**src/rtl/core/rsgm_pkg.sv**
```systemverilog
// Shared types and constants for the restriction site gap map.
`default_nettype none
package rsgm_pkg;

  localparam int unsigned SITE_W       = 64;
  localparam int unsigned SITE_LEN_W   = 4;
  localparam int unsigned VALUE_W      = 32;
  localparam int unsigned POS_EXT_W    = 48;
  localparam int unsigned CFG_INDEX_W  = 2;
  localparam int unsigned QUEUE_DEPTH  = 4;
  localparam int unsigned QUEUE_PTR_W  = 2;
  localparam int unsigned QUEUE_CNT_W  = 3;

  localparam logic [SITE_W-1:0]     SITE_RESET     = 64'h0000_0000_4754_4143;
  localparam logic [SITE_LEN_W-1:0] SITE_LEN_RESET = 4'd4;

  localparam logic [CFG_INDEX_W-1:0] CFG_SITE_CHARS  = 2'd0;
  localparam logic [CFG_INDEX_W-1:0] CFG_SITE_LENGTH = 2'd1;

  localparam logic CMD_CHAR = 1'b0;
  localparam logic CMD_END  = 1'b1;

  localparam logic [1:0] KIND_PREFIX  = 2'd0;
  localparam logic [1:0] KIND_GAP     = 2'd1;
  localparam logic [1:0] KIND_POSTFIX = 2'd2;
  localparam logic [1:0] KIND_NO_MAP  = 2'd3;

  typedef struct packed {
    logic               two;
    logic [1:0]         kind0;
    logic [VALUE_W-1:0] value0;
    logic [1:0]         kind1;
    logic [VALUE_W-1:0] value1;
  } entry_t;

  typedef struct packed {
    logic   push;
    entry_t entry;
  } push_t;

  typedef struct packed {
    logic   empty;
    logic   full;
    entry_t head;
  } queue_stat_t;

endpackage
`default_nettype wire

```
**src/rtl/core/rsgm_front.sv**
```systemverilog
// Front end: window, site compare, position tracking and result building.
`default_nettype none
module rsgm_front #(
  parameter int unsigned MAX_SITE  = 8,
  parameter int unsigned POS_WIDTH = 32
) (
  input  wire logic                           clk,
  input  wire logic                           rst,
  input  wire logic                           accept,
  input  wire logic                           command,
  input  wire logic [7:0]                     base_char,
  input  wire logic [rsgm_pkg::SITE_W-1:0]    site_chars,
  input  wire logic [rsgm_pkg::SITE_LEN_W-1:0] site_length,
  output rsgm_pkg::push_t                     push_out
);

  localparam int unsigned LEN_W = $clog2(MAX_SITE + 1);
  localparam int unsigned IDX_W = (MAX_SITE > 1) ? $clog2(MAX_SITE) : 1;
  localparam logic [POS_WIDTH-1:0] POS_MAX = '1;

  logic [7:0]           window [MAX_SITE];
  logic [7:0]           win_next [MAX_SITE];
  logic [POS_WIDTH-1:0] position;
  logic [POS_WIDTH-1:0] last_start;
  logic [1:0]           match_count;

  logic [LEN_W-1:0]     len;
  logic [LEN_W-1:0]     half;
  logic [IDX_W-1:0]     len_idx;
  logic [POS_WIDTH-1:0] pos_next;
  logic [POS_WIDTH-1:0] start;
  logic [MAX_SITE-1:0]  match_by_len;
  logic                 hit;
  logic [7:0]           up_char;

  function automatic logic [rsgm_pkg::VALUE_W-1:0] sat(input logic [POS_WIDTH-1:0] v);
    logic [rsgm_pkg::POS_EXT_W-1:0] w;
    w = rsgm_pkg::POS_EXT_W'(v);
    if (w[rsgm_pkg::POS_EXT_W-1:rsgm_pkg::VALUE_W] != '0) begin
      return '1;
    end
    return w[rsgm_pkg::VALUE_W-1:0];
  endfunction

  always_comb begin
    if (site_length == '0) begin
      len = LEN_W'(1);
    end else if (32'(site_length) > MAX_SITE) begin
      len = LEN_W'(MAX_SITE);
    end else begin
      len = LEN_W'(site_length);
    end
    half = len >> 1;
  end

  always_comb begin
    up_char = base_char;
    if (base_char inside {[8'h61:8'h7a]}) begin
      up_char = base_char - 8'd32;
    end
    for (int k = 0; k < MAX_SITE - 1; k++) begin
      win_next[k] = window[k + 1];
    end
    win_next[MAX_SITE-1] = up_char;
  end

  // one compare set per possible site length
  always_comb begin
    for (int l = 1; l <= MAX_SITE; l++) begin
      match_by_len[l-1] = 1'b1;
      for (int j = 0; j < l; j++) begin
        if (site_chars[8*j +: 8] != win_next[MAX_SITE - l + j]) begin
          match_by_len[l-1] = 1'b0;
        end
      end
    end
  end

  always_comb begin
    len_idx  = IDX_W'(len - 1'b1);
    pos_next = (position == POS_MAX) ? position : position + 1'b1;
    start    = pos_next - POS_WIDTH'(len);
    hit      = (pos_next >= POS_WIDTH'(len)) && match_by_len[len_idx];
  end

  always_comb begin
    push_out = '0;
    if (accept) begin
      if (command == rsgm_pkg::CMD_END) begin
        if (match_count >= 2'd2) begin
          push_out.push         = 1'b1;
          push_out.entry.kind0  = rsgm_pkg::KIND_POSTFIX;
          push_out.entry.value0 = sat(position - last_start - POS_WIDTH'(half));
        end else if (position != '0) begin
          push_out.push        = 1'b1;
          push_out.entry.kind0 = rsgm_pkg::KIND_NO_MAP;
        end
      end else if (hit && match_count != 2'd0) begin
        push_out.push = 1'b1;
        if (match_count == 2'd1) begin
          push_out.entry.two    = 1'b1;
          push_out.entry.kind0  = rsgm_pkg::KIND_PREFIX;
          push_out.entry.value0 = sat(last_start + POS_WIDTH'(half));
          push_out.entry.kind1  = rsgm_pkg::KIND_GAP;
          push_out.entry.value1 = sat(start - last_start);
        end else begin
          push_out.entry.kind0  = rsgm_pkg::KIND_GAP;
          push_out.entry.value0 = sat(start - last_start);
        end
      end
    end
  end

  always_ff @(posedge clk) begin
    if (rst) begin
      for (int k = 0; k < MAX_SITE; k++) window[k] <= '0;
      position    <= '0;
      last_start  <= '0;
      match_count <= '0;
    end else if (accept) begin
      if (command == rsgm_pkg::CMD_END) begin
        for (int k = 0; k < MAX_SITE; k++) window[k] <= '0;
        position    <= '0;
        last_start  <= '0;
        match_count <= '0;
      end else begin
        for (int k = 0; k < MAX_SITE; k++) window[k] <= win_next[k];
        position <= pos_next;
        if (hit) begin
          last_start  <= start;
          match_count <= (match_count == 2'd0) ? 2'd1 : 2'd2;
        end
      end
    end
  end

endmodule
`default_nettype wire

```
**src/rtl/core/rsgm_queue.sv**
```systemverilog
// Short request queue between the front end and the result sequencer.
`default_nettype none
module rsgm_queue (
  input  wire logic             clk,
  input  wire logic             rst,
  input  wire rsgm_pkg::push_t  push_in,
  input  wire logic             pop,
  output rsgm_pkg::queue_stat_t stat
);

  rsgm_pkg::entry_t                     mem [rsgm_pkg::QUEUE_DEPTH];
  logic [rsgm_pkg::QUEUE_PTR_W-1:0]     wr_ptr;
  logic [rsgm_pkg::QUEUE_PTR_W-1:0]     rd_ptr;
  logic [rsgm_pkg::QUEUE_CNT_W-1:0]     count;
  logic                                 do_push;
  logic                                 do_pop;

  assign stat.empty = (count == '0);
  assign stat.full  = (count == rsgm_pkg::QUEUE_CNT_W'(rsgm_pkg::QUEUE_DEPTH));
  assign stat.head  = mem[rd_ptr];
  assign do_push    = push_in.push && !stat.full;
  assign do_pop     = pop && !stat.empty;

  always_ff @(posedge clk) begin
    if (do_push) begin
      mem[wr_ptr] <= push_in.entry;
    end
  end

  always_ff @(posedge clk) begin
    if (rst) begin
      wr_ptr <= '0;
      rd_ptr <= '0;
      count  <= '0;
    end else begin
      if (do_push) wr_ptr <= wr_ptr + 1'b1;
      if (do_pop)  rd_ptr <= rd_ptr + 1'b1;
      if (do_push && !do_pop) begin
        count <= count + 1'b1;
      end else if (do_pop && !do_push) begin
        count <= count - 1'b1;
      end
    end
  end

endmodule
`default_nettype wire

```
**src/rtl/core/rsgm_back.sv**
```systemverilog
// Back end: walks each queued request out as one or two results.
`default_nettype none
module rsgm_back (
  input  wire logic                          clk,
  input  wire logic                          rst,
  input  wire rsgm_pkg::queue_stat_t         stat,
  output logic                               pop,
  output logic                               result_valid,
  input  wire logic                          result_ready,
  output logic [1:0]                         kind,
  output logic [rsgm_pkg::VALUE_W-1:0]       value,
  output logic                               last_of_run
);

  logic sub;

  assign result_valid = !stat.empty;
  assign kind         = sub ? stat.head.kind1  : stat.head.kind0;
  assign value        = sub ? stat.head.value1 : stat.head.value0;
  assign last_of_run  = sub || !stat.head.two;
  assign pop          = result_valid && result_ready && last_of_run;

  always_ff @(posedge clk) begin
    if (rst) begin
      sub <= 1'b0;
    end else if (result_valid && result_ready) begin
      sub <= !last_of_run;
    end
  end

endmodule
`default_nettype wire

```
**src/rtl/core/restriction_site_gap_map.sv**
```systemverilog
// Top level of the restriction site gap map.
//
// Items arrive on item_valid/item_ready: command 0 carries one sequence
// character in base_char, command 1 ends the record. Results leave on
// result_valid/result_ready as kind/value/last_of_run: a prefix and a gap on
// the second site match, a gap on each later match, and at the end of a
// non-empty record a postfix or a no-map marker. Site registers are written on
// cfg_valid/cfg_ready (index 0 site_chars, index 1 site_length), always
// ready; the user must write them only while the block is idle, as the block
// has no check for it. Throughput: one item per cycle while item_ready is high;
// the front end does the full window compare in the accept cycle. Results are
// registered in the request queue, and an item that gives two results holds
// its queue entry until both are taken. A four-entry request queue decouples
// the sides: when the receiver stalls the queue fills and item_ready drops
// only once it is full. Reset clears the window, position and match state,
// and loads site CATG with length 4; no clearing pass is needed.
`default_nettype none
module restriction_site_gap_map #(
  parameter int unsigned MAX_SITE  = 8,
  parameter int unsigned POS_WIDTH = 32
) (
  input  wire logic                              clk,
  input  wire logic                              rst,
  input  wire logic                              item_valid,
  output logic                                   item_ready,
  input  wire logic                              command,
  input  wire logic [7:0]                        base_char,
  output logic                                   result_valid,
  input  wire logic                              result_ready,
  output logic [1:0]                             kind,
  output logic [rsgm_pkg::VALUE_W-1:0]           value,
  output logic                                   last_of_run,
  input  wire logic                              cfg_valid,
  output logic                                   cfg_ready,
  input  wire logic [rsgm_pkg::CFG_INDEX_W-1:0]  cfg_index,
  input  wire logic [rsgm_pkg::SITE_W-1:0]       cfg_data
);

  logic [rsgm_pkg::SITE_W-1:0]     site_chars;
  logic [rsgm_pkg::SITE_LEN_W-1:0] site_length;
  rsgm_pkg::push_t                 push;
  rsgm_pkg::queue_stat_t           stat;
  logic                            pop;
  logic                            accept;

  assign cfg_ready  = 1'b1;
  assign item_ready = !stat.full;
  assign accept     = item_valid && item_ready;

  always_ff @(posedge clk) begin
    if (rst) begin
      site_chars  <= rsgm_pkg::SITE_RESET;
      site_length <= rsgm_pkg::SITE_LEN_RESET;
    end else if (cfg_valid && cfg_ready) begin
      case (cfg_index)
        rsgm_pkg::CFG_SITE_CHARS:  site_chars  <= cfg_data;
        rsgm_pkg::CFG_SITE_LENGTH: site_length <= cfg_data[rsgm_pkg::SITE_LEN_W-1:0];
        default: ;
      endcase
    end
  end

  rsgm_front #(
    .MAX_SITE  (MAX_SITE),
    .POS_WIDTH (POS_WIDTH)
  ) u_front (
    .clk         (clk),
    .rst         (rst),
    .accept      (accept),
    .command     (command),
    .base_char   (base_char),
    .site_chars  (site_chars),
    .site_length (site_length),
    .push_out    (push)
  );

  rsgm_queue u_queue (
    .clk     (clk),
    .rst     (rst),
    .push_in (push),
    .pop     (pop),
    .stat    (stat)
  );

  rsgm_back u_back (
    .clk          (clk),
    .rst          (rst),
    .stat         (stat),
    .pop          (pop),
    .result_valid (result_valid),
    .result_ready (result_ready),
    .kind         (kind),
    .value        (value),
    .last_of_run  (last_of_run)
  );

endmodule
`default_nettype wire
```
**config.mk**
```make
export PLATFORM = sky130hd
export DESIGN_NAME = restriction_site_gap_map
export DESIGN_NICKNAME = d
export VERILOG_FILES = /design/src/rtl/core/rsgm_pkg.sv /design/src/rtl/core/rsgm_front.sv /design/src/rtl/core/rsgm_queue.sv /design/src/rtl/core/rsgm_back.sv /design/src/rtl/core/restriction_site_gap_map.sv
export SDC_FILE = /design/constraint.sdc
export NUM_CORES = 1
export LEC_CHECK = 0
export BUFFER_PORTS_ARGS = -buffer_cell sky130_fd_sc_hd__buf_4
export CORE_MARGIN = 10
export CORE_UTILIZATION = 27
export DETAILED_ROUTE_END_ITERATION = 7
export GPL_TIMING_DRIVEN = 0
export PLACE_DENSITY = 0.55
export SYNTH_ARGS = -nofsm -noshare
export SYNTH_HDL_FRONTEND = slang
export SYNTH_SLANG_ARGS = --single-unit
```
**constraint.sdc**
```tcl
create_clock -name clk -period 6.5 [get_ports clk]
set_input_delay 0.65 -clock clk [delete_from_list [all_inputs] [get_ports clk]]
set_output_delay 0.65 -clock clk [all_outputs]
set_load 0.05 [all_outputs]
```
Yosys cells after proc, flatten, opt, wreduce, memory -nomap -nowiden
Memories as Yosys holds them, arrays and structs flattened. A register that Yosys moved wholly into a read port is not among the register bits.
Cells that the tools add are included.
Storage, ports and cells
  register bits: 142
  RAM bits: 340
  output and inout bits: 38
  memories: 2
Operators by class
  $add $sub $neg: 12
  $lt $le $gt $ge: 6
  equal/unequal tests: 40
  mux-type cells: 96
  bitwise gates (word level): 16
  reductions and logical operators: 28
Memories
  u_queue.mem: depth 4, bits a word 69, rd ports 1, clocked after Yosys merged registers in 1, wr ports 1, line rsgm_queue.sv:11  | rsgm_pkg::entry_t mem [rsgm_pkg::QUEUE_DEPTH];
  u_front.window: depth 8, bits a word 8, rd ports 7, clocked after Yosys merged registers in 0, wr ports 8, line rsgm_front.sv:21  | logic [7:0] window [MAX_SITE];
Operators by type and width (count)
  $ne A8 B8 Y1: 36
  $mux W32: 6
  $mux W70: 2
  $mux W8: 17
  $mux W34: 2
  $mux W33: 2
  $sub A32 B32 Y32: 2
  $mux W1: 54
  $add A32 B1 Y32 const B: 1
  $add A32 B3 Y32: 1
  $eq A32 B32 Y1 const B: 1
  $ge A32 B4 Y1: 1
  $reduce_bool A32 Y1: 1
  $sub A32 B3 Y32: 1
  $sub A32 B4 Y32: 1
  $mux W2: 8
  $or A1 B1 Y1: 16
  $logic_and A1 B1 Y1: 10
  $ge A8 B7 Y1 const B: 1
  $le A8 B7 Y1 const B: 1
  $mux W4: 2
  $sub A8 B6 Y8 const B: 1
  $logic_not A1 Y1: 6
  $mux W3: 2
  15 further kinds: 23

Logic depth before layout (Yosys ltp)
Gate-level depths: netlist (run 1).
An unclocked memory read counts as a cell.
  depth in word-level cells: 22
  depth in mapped cells: 28
  depth with buffers taken out: 27

Cells and area by module
A second synthesis (run 1) with hierarchy kept.
Unflattened totals
  cells, all modules: 2706
  area, all modules: 29211.8 um^2
Modules (own cells, without submodules)
  rsgm_front: instances 1, cells an instance 1951, area an instance 15198.3 um^2, seq. area each 3002.9 um^2
  rsgm_queue: instances 1, cells an instance 409, area an instance 10422.5 um^2, seq. area each 8468.1 um^2
  restriction_site_gap_map: instances 1, cells an instance 300, area an instance 3076.7 um^2, seq. area each 1361.3 um^2
  rsgm_back: instances 1, cells an instance 46, area an instance 514.2 um^2, seq. area each 20.0 um^2

Worst setup path before layout (run 1)
No wires, ideal clock.
  path type: register -> register
  start point: register u_front.position[1]
  end point: memory u_queue.mem[0][63] in the netlist's numbering (data pin)
  arrival time: 6721 ps
  setup slack: -407 ps
  stages on the path, launching flop included: 27
  buffers on the path: 1
  cell sequence: dfxtp_1 -> ha_1 -> nand4_1 -> nor4_2 -> nand2_1 -> clkbuf_1 -> xnor2_1 -> ha_1 -> inv_1 -> fa_1 -> a21o_1 -> a21oi_1 -> o211ai_2 -> or4b_2 -> nor3_1 -> a21oi_1 -> xnor2_1 -> ha_1 -> and4_1 -> nand2_1 -> or3b_2 -> a31oi_1 -> a211oi_1 -> o2bb2ai_1 -> xor2_1 -> mux2_2 -> o22ai_1
RTL lines
  start, declared: line rsgm_front.sv:23  | logic [POS_WIDTH-1:0] position;
  start signal, assigned: line rsgm_front.sv:128  | position <= pos_next;
  end, declared: line rsgm_queue.sv:11

==> run summary, run 1 <==
Synth Register Bits - 468
Largest net degree at the start of global routing - 58
N_diodes - 0
Hold-fix buffer count after cts - 0
First-pass GRT wire length - 137000 um
Worst rel slew slack - 12.1%
Final Skew - 0.0281 ns
Share of cells above drive strength 1 - 15.6%
# nets final - 3092
Post-synthesis cell count - 2698
Initial antenna violation count - 3
Critical path's top delay family - simple AND/OR/NAND/NOR gates
Initial Utilization - 27.3%
Buffers and inverters on the worst path - 1
Detailed Route WL - 92400 um
Vias - 21279
Post-synthesis sequential area ratio - 44.5%
GPL Wtd Cong - 0.995
GRT Overall Usage - 15.3%
CTS Buf Count - 51
Crit-path max cell delay - 0.86 ns
Pre-CTS WS - -1.41 ns
Critical Path Slowest Stage Cell - nor2_1
Area growth, synth to finish - 17.8%
Post-synth EDFFs - 324
Worst-Skew Late Latency - 0.63 ns
Final period utilization - 96.9%
Outcome - completed
1st-iter DRT viols - 1772
Leak pwr - 11.5 nW
# setup viols final - 0
Hold depth - 3
Die X - 344 um
Critical Path Source Type - register
Synth Cell Area - 28300 sq um
Post-DP HPWL - 70400 um
Slew Limit Fails - 0
Final antenna-violating net count - 0
Cells after DPL - 4195
# port buffers - 113
Crit path depth - 23
Crit Path Max Fanout - 7
Cell Chain, Critical Path - o21ba_2 > nor2_1 > ha_2 > inv_1 > fa_2 > a21o_1 > a21oi_4 > o211ai_4 > or4b_4 > nor3_4 > a21oi_2 > xnor2_2 > ha_4 > and4_4 > nor2b_2 > a311oi_2 > a22oi_2 > nor4_4 > o311ai_2 > a31oi_1 > xnor2_1 > a21oi_1 > o22ai_2
R2r worst-path depth - 23
Vias in the first global route - 20880
Die Y - 344 um
First drt pass iteration count - 6
CTS tree - yes
Vias/cell - 4.93
Clk sinks - 468
Htree depth - 2
Rows - 118
Post-route setup slack - 0.202 ns
CP endpoint kind - register
RSZ-0062 raised after global routing - no
Fin cells - 4314
Mean Syn Cell Area - 10.5 sq um
Syn nets - 2895
Die area - 118000 sq um
Drt wl/cell - 21.4 um
Hold/Removal Path Class - primary input to register
Fmax - 0.159 GHz
CP Class - register to register
CP arrival - 6.62 ns
Core Region - 104000 sq um
PwrDens - 235 nW/um^2
Root Driver - clkbuf_16
Residual DRC count - 0
GRT Residual Overflow - 0
Max clock buf depth - 3
Worst Path Required - 6.82 ns
Worst Tran Pin Value - 1.29 ns
Worst-path clk slew - 0.06 ns
Dominant synthesized flop cell - edfxtp_1
Post-synth ARST share - 0%
VDD IR max - 0.194 mV
YS warnings - 0
Fin. Hold Viols - 0
Commonest non-fill, non-tap cells in the layout - 324 x edfxtp_1, 304 x xnor2_1, 217 x nand2_1
Max cap viols - 0
Commonest non-fill, non-tap cell in the layout - edfxtp_1
Synth cell types - 92
Post-layout min period - 6.30 ns
Io pins - 118
==> state kept, by name, indices dropped and copies added (netlist names), named ones only <==
signal               count
u_front.match_count      2
u_queue.mem            268
u_front.window          56
u_queue.wr_ptr           2
u_front.last_start      32
u_queue.rd_ptr           2
u_front.position        32
site_length              4
site_chars              64
u_queue.count            3
u_back.sub               1
==> worst reg2reg max path: cells and delay by family (launching register included) <==
| kind | cells | cell delay [ns] |
|---|---|---|
| buffers and inverters | 1 | 0.08 |
| DFF | 1 | 0.33 |
| xor gates and xnor gates | 2 | 0.39 |
| adders and majority gates | 3 | 1.04 |
| and+or+nand+nor | 6 | 2.24 |
| AOI/OAI and AO/OA | 11 | 1.93 |
==> cell type report <==
class | count | area [sq um]
timing repair buffer | 145 | 1170
multi-input combinational | 1883 | 14700
sequential | 468 | 12600
inverter | 158 | 593
tap | 1380 | 1730
fill | 10615 | 70400
clock inverter | 29 | 333
clock buffer | 63 | 1340
buffer | 188 | 851
==> synthesized netlist by cell type, drive strengths merged (3+ instances only) <==
cell type  number  area [sq um]
o211ai         12          95.1
buf            55           298
fa              7           140
nor2          136           510
edfxtp        324          9730
a21o           47           353
nand3b         16           120
and3            9          56.3
inv           156           586
a211o           8          70.1
a21oi         161           817
o21bai         12          90.1
nor3           41           205
dfxtp         144          2880
a221o           9          90.1
ha            110          1380
o22ai          27           175
and2           66           415
nand4          86           581
o21ai          68           355
nor4           55           380
nor3b           5          42.5
o31a            3          26.3
a22o           32           280
a22oi          12          90.1
or3            15          98.8
nand3          50           263
a2111oi         8          82.6
nand2b          5          31.3
a211oi         12           105
xnor2         311          2730
or4             8          67.6
mux2           36           405
mux4           68          1530
o21a            8          60.1
xor2          117          1020
o31ai           7          66.3
mux2i           8          80.1
nor2b          27           169
and4            6          52.6
a31oi          23           144
clkbuf        134           509
nand2         218           818
==> repair_timing <==
item / CTS / global route
resized for setup: 46 / 52
endpoints found under the setup margin: 172 / 88
buffers inserted: 15 / 13
pin swaps: 19 / 31
==> worst paths after layout <==
check	start	to	slack (ns)
worst max register to register	site_length[1]	u_queue.mem[3][64]	0.20
worst min-delay path	cfg_data[25]	site_chars[25]	0.25
worst max-delay path	site_length[1]	u_queue.mem[3][64]	0.20
worst min register to register	site_chars[57]	site_chars[57]	0.49
==> power breakdown <==
part	internal, W	leakage (nW)	total [W]	switching [W]
sequential	0.00324	4.05	0.00330	0.0000542
clock	0.00168	0.814	0.00294	0.00125
combinational	0.000624	6.63	0.00161	0.000986
==> layer usage <==
| metal | wire (um) | vias to the layer above | track usage, % |
|---|---|---|---|
| met5 | 22 | - | 0 |
| li1 | - | 10111 | - |
| met1 | 40200 | 10267 | 20.4 |
| met4 | 2420 | 4 | 4.08 |
| met2 | 43900 | 737 | 25.5 |
| met3 | 5930 | 160 | 2.29 |
==> metrics by stage <==
stage,total power [W],hold WS [ns],cell area [sq um],TNS [ns],utilization [%]
floorplan,0.00444,0.449,28300,0,-
global placement,0.00493,0.466,30900,-553.56,29.8
detailed placement,0.00493,0.471,31000,-113.47,29.9
CTS,0.00790,0.215,33000,0,31.8
global route,0.00816,0.238,33400,0,32.1
finish,0.00784,0.248,33400,0,32.1
==> cells by family after synthesis <==
| logic type | after synthesis | synth area share [%] |
|---|---|---|
| xor+xnor | 428 | 13.3 |
| compound gates | 472 | 11.0 |
| fa+ha+maj | 117 | 5.36 |
| mux | 112 | 7.12 |
| simple gates | 753 | 13.8 |
| other cells | 1 | 0.0132 |
| flops | 468 | 44.5 |
| buf+inv | 347 | 4.95 |
(Power assumes the default switching activity.)
==> run 2, diff against run 1 <==
--- a/config.mk
+++ b/config.mk
@@ -6,11 +6,10 @@
 export NUM_CORES = 1
 export LEC_CHECK = 0
 export BUFFER_PORTS_ARGS = -buffer_cell sky130_fd_sc_hd__buf_4
-export CORE_MARGIN = 10
-export CORE_UTILIZATION = 27
+export CORE_UTILIZATION = 34
 export DETAILED_ROUTE_END_ITERATION = 7
 export GPL_TIMING_DRIVEN = 0
-export PLACE_DENSITY = 0.55
+export PLACE_DENSITY = 0.63
 export SYNTH_ARGS = -nofsm -noshare
 export SYNTH_HDL_FRONTEND = slang
 export SYNTH_SLANG_ARGS = --single-unit
==> run summary, run 2 (synthesis results as in run 1) <==
GPL Wtd Cong - 0.989 (was 0.995)
R2R Path Start - u_front.position[18] (was site_length[1])
CP endpoint kind - register (unchanged)
Vias in the first global route - 20848 (was 20880)
Area growth, synth to finish - 16.5% (was 17.8%)
First-pass GRT wire length - 131000 um (was 137000 um)
Critical Path Source Type - register (unchanged)
Commonest non-fill, non-tap cells in the layout - 324 x edfxtp_1, 302 x xnor2_1, 217 x nand2_1 (was 324 x edfxtp_1, 304 x xnor2_1, 217 x nand2_1)
N_diodes - 0 (unchanged)
Vias/cell - 5.40 (was 4.93)
PwrDens - 237 nW/um^2 (was 235 nW/um^2)
Crit-path max cell delay - 0.60 ns (was 0.86 ns)
Largest net degree at the start of global routing - 60 (was 58)
CTS Buf Count - 51 (unchanged)
Die X - 291 um (was 344 um)
Placed cell area - 30600 sq um (was 31000 sq um)
# port buffers - 113 (unchanged)
Slew Limit Fails - 0 (unchanged)
Most flops, register - u_queue.mem (unchanged)
Pre-CTS WS - -1.42 ns (was -1.41 ns)
Share of cells above drive strength 1 - 15.8% (was 15.6%)
Worst-path clk slew - 0.07 ns (was 0.06 ns)
CTS tree - yes (unchanged)
Largest register FFs - 268 (unchanged)
Rows - 105 (was 118)
Io pins - 118 (unchanged)
Fmax - 0.159 GHz (about the same)
Hold Crit Start - cfg_data[25] (unchanged)
Die Y - 291 um (was 344 um)
Crit Path Max Fanout - 9 (was 7)
Utilization after layout - 40.1% (was 32.1%)
CP Class - register to register (unchanged)
Hold/Removal Path Class - primary input to register (unchanged)
Die area - 84400 sq um (was 118000 sq um)
Max clock buf depth - 3 (unchanged)
Drt wl/cell - 22.1 um (was 21.4 um)
Design Power - 0.00783 W (was 0.00784 W)
# nets final - 3092 (unchanged)
Biggest regs - u_queue.mem x268, site_chars x64, u_front.window x56 (unchanged)
Core Region - 82200 sq um (was 104000 sq um)
Commonest non-fill, non-tap cell in the layout - edfxtp_1 (unchanged)
First drt pass iteration count - 7 (was 6)
Root Driver - clkbuf_16 (unchanged)
Worst Path Required - 6.84 ns (was 6.82 ns)
GRT Overall Usage - 20.5% (was 15.3%)
# setup viols final - 0 (unchanged)
Final antenna-violating net count - 0 (unchanged)
Post-DP HPWL - 65900 um (was 70400 um)
Final period utilization - 97.0% (was 96.9%)
Critical Path Start - u_front.position[18] (was site_length[1])
CP arrival - 6.64 ns (was 6.62 ns)
Multi-input logic area - 14700 sq um (about the same)
Worst rel slew slack - 24.0% (was 12.1%)
Max cap viols - 0 (unchanged)
Fill count - 7971 (was 10615)
Fin. Hold Viols - 0 (unchanged)
Initial Utilization - 34.4% (was 27.3%)
Worst-Skew Late Latency - 0.62 ns (was 0.63 ns)
Worst Tran Pin Value - 1.13 ns (was 1.29 ns)
VDD IR max - 0.193 mV (was 0.194 mV)
Initial antenna violation count - 2 (was 3)
Detailed Route WL - 88600 um (was 92400 um)
Register area - 12600 sq um (about the same)
Residual DRC count - 0 (unchanged)
1st-iter DRT viols - 1982 (was 1772)
Post-layout min period - 6.31 ns (was 6.30 ns)
Design Area, Final - 33000 sq um (was 33400 sq um)
Final Skew - 0.0270 ns (was 0.0281 ns)
Vias - 21611 (was 21279)
Clk sinks - 468 (unchanged)
Outcome - completed (unchanged)
Post-route setup slack - 0.194 ns (was 0.202 ns)
GRT Residual Overflow - 0 (unchanged)
Setup TNS - 0 ns (unchanged)
Critical Path Slowest Stage Cell - or4b_4 (was nor2_1)
Leak pwr - 11.5 nW (about the same)
Htree depth - 2 (unchanged)
run 2: cell types whose count changed in the layout (fill, tap and decap cells not counted), sizes merged:
cell	change
clkinvlp	+5
bufinv	-1
clkinv	+2
buf	-1
clkbuf	-2
inv	-2
run 2: path summary, 6_finish.rpt:
path / to / slack [ns] / cells after the start
max reg2reg: u_queue.mem[2][63] / 0.19 / 26
max: u_queue.mem[2][63] / 0.19 / 26
min reg2reg: site_chars[57] / 0.48 / 2
min: site_chars[25] / 0.25 / 3
run 2: final cells by class:
| type | count | area share [%] |
|---|---|---|
| clock inverters | 33 | 1.01 |
| repair buffers | 145 | 3.63 |
| flip-flops and latches | 468 | 38.3 |
| clock buffers | 60 | 4.10 |
| plain buffers | 188 | 2.56 |
| multi-input cells | 1883 | 44.6 |
| inverters | 158 | 1.80 |
| well taps | 1070 | 4.06 |
run 2: report_power, final:
part / internal (W) / leakage, nW / switching, W
clock network: 0.00166 / 0.801 / 0.00126
registers: 0.00324 / 4.05 / 0.0000558
logic: 0.000626 / 6.65 / 0.000980
total: 0.00553 / 11.5 / 0.00230
run 2: metrics by stage:
stage | hold WS, ns | instances
after global placement | 0.464 | 3881
final | 0.248 | 4005
after global routing | 0.247 | 4005
after CTS | 0.225 | 3989
after floorplan | 0.449 | 2698
after detailed placement | 0.469 | 3885
run 2: critical path, delay by kind of cell (launching register included):
family	cells	cell delay [ns]
muxes	1	0.20
xor gates and xnor gates	3	0.47
and+or+nand+nor	6	2.05
AOI/OAI and AO/OA	8	1.50
adders and majority gates	3	0.77
buffers and inverters	5	0.71
DFF	1	0.33
run 2: repair_timing:
item                                    CTS  global route
hold buffers                              0             0
gates cloned                              0             1
resized for setup                        43            50
endpoints found under the setup margin  172            84
buffers inserted                         12            15
pin swaps                                18            30
run 2: per-layer routing:
| layer | part of all wire, % | wire [um] | vias up | track usage (%) |
|---|---|---|---|---|
| li1 | - | - | 10085 | - |
| met1 | 43 | 37700 | 10481 | 26.8 |
| met2 | 48 | 42300 | 846 | 34.4 |
| met3 | 6.0 | 5300 | 195 | 2.85 |
| met4 | 3.7 | 3320 | 4 | 7.63 |
| met5 | 0.021 | 19 | - | 0 |
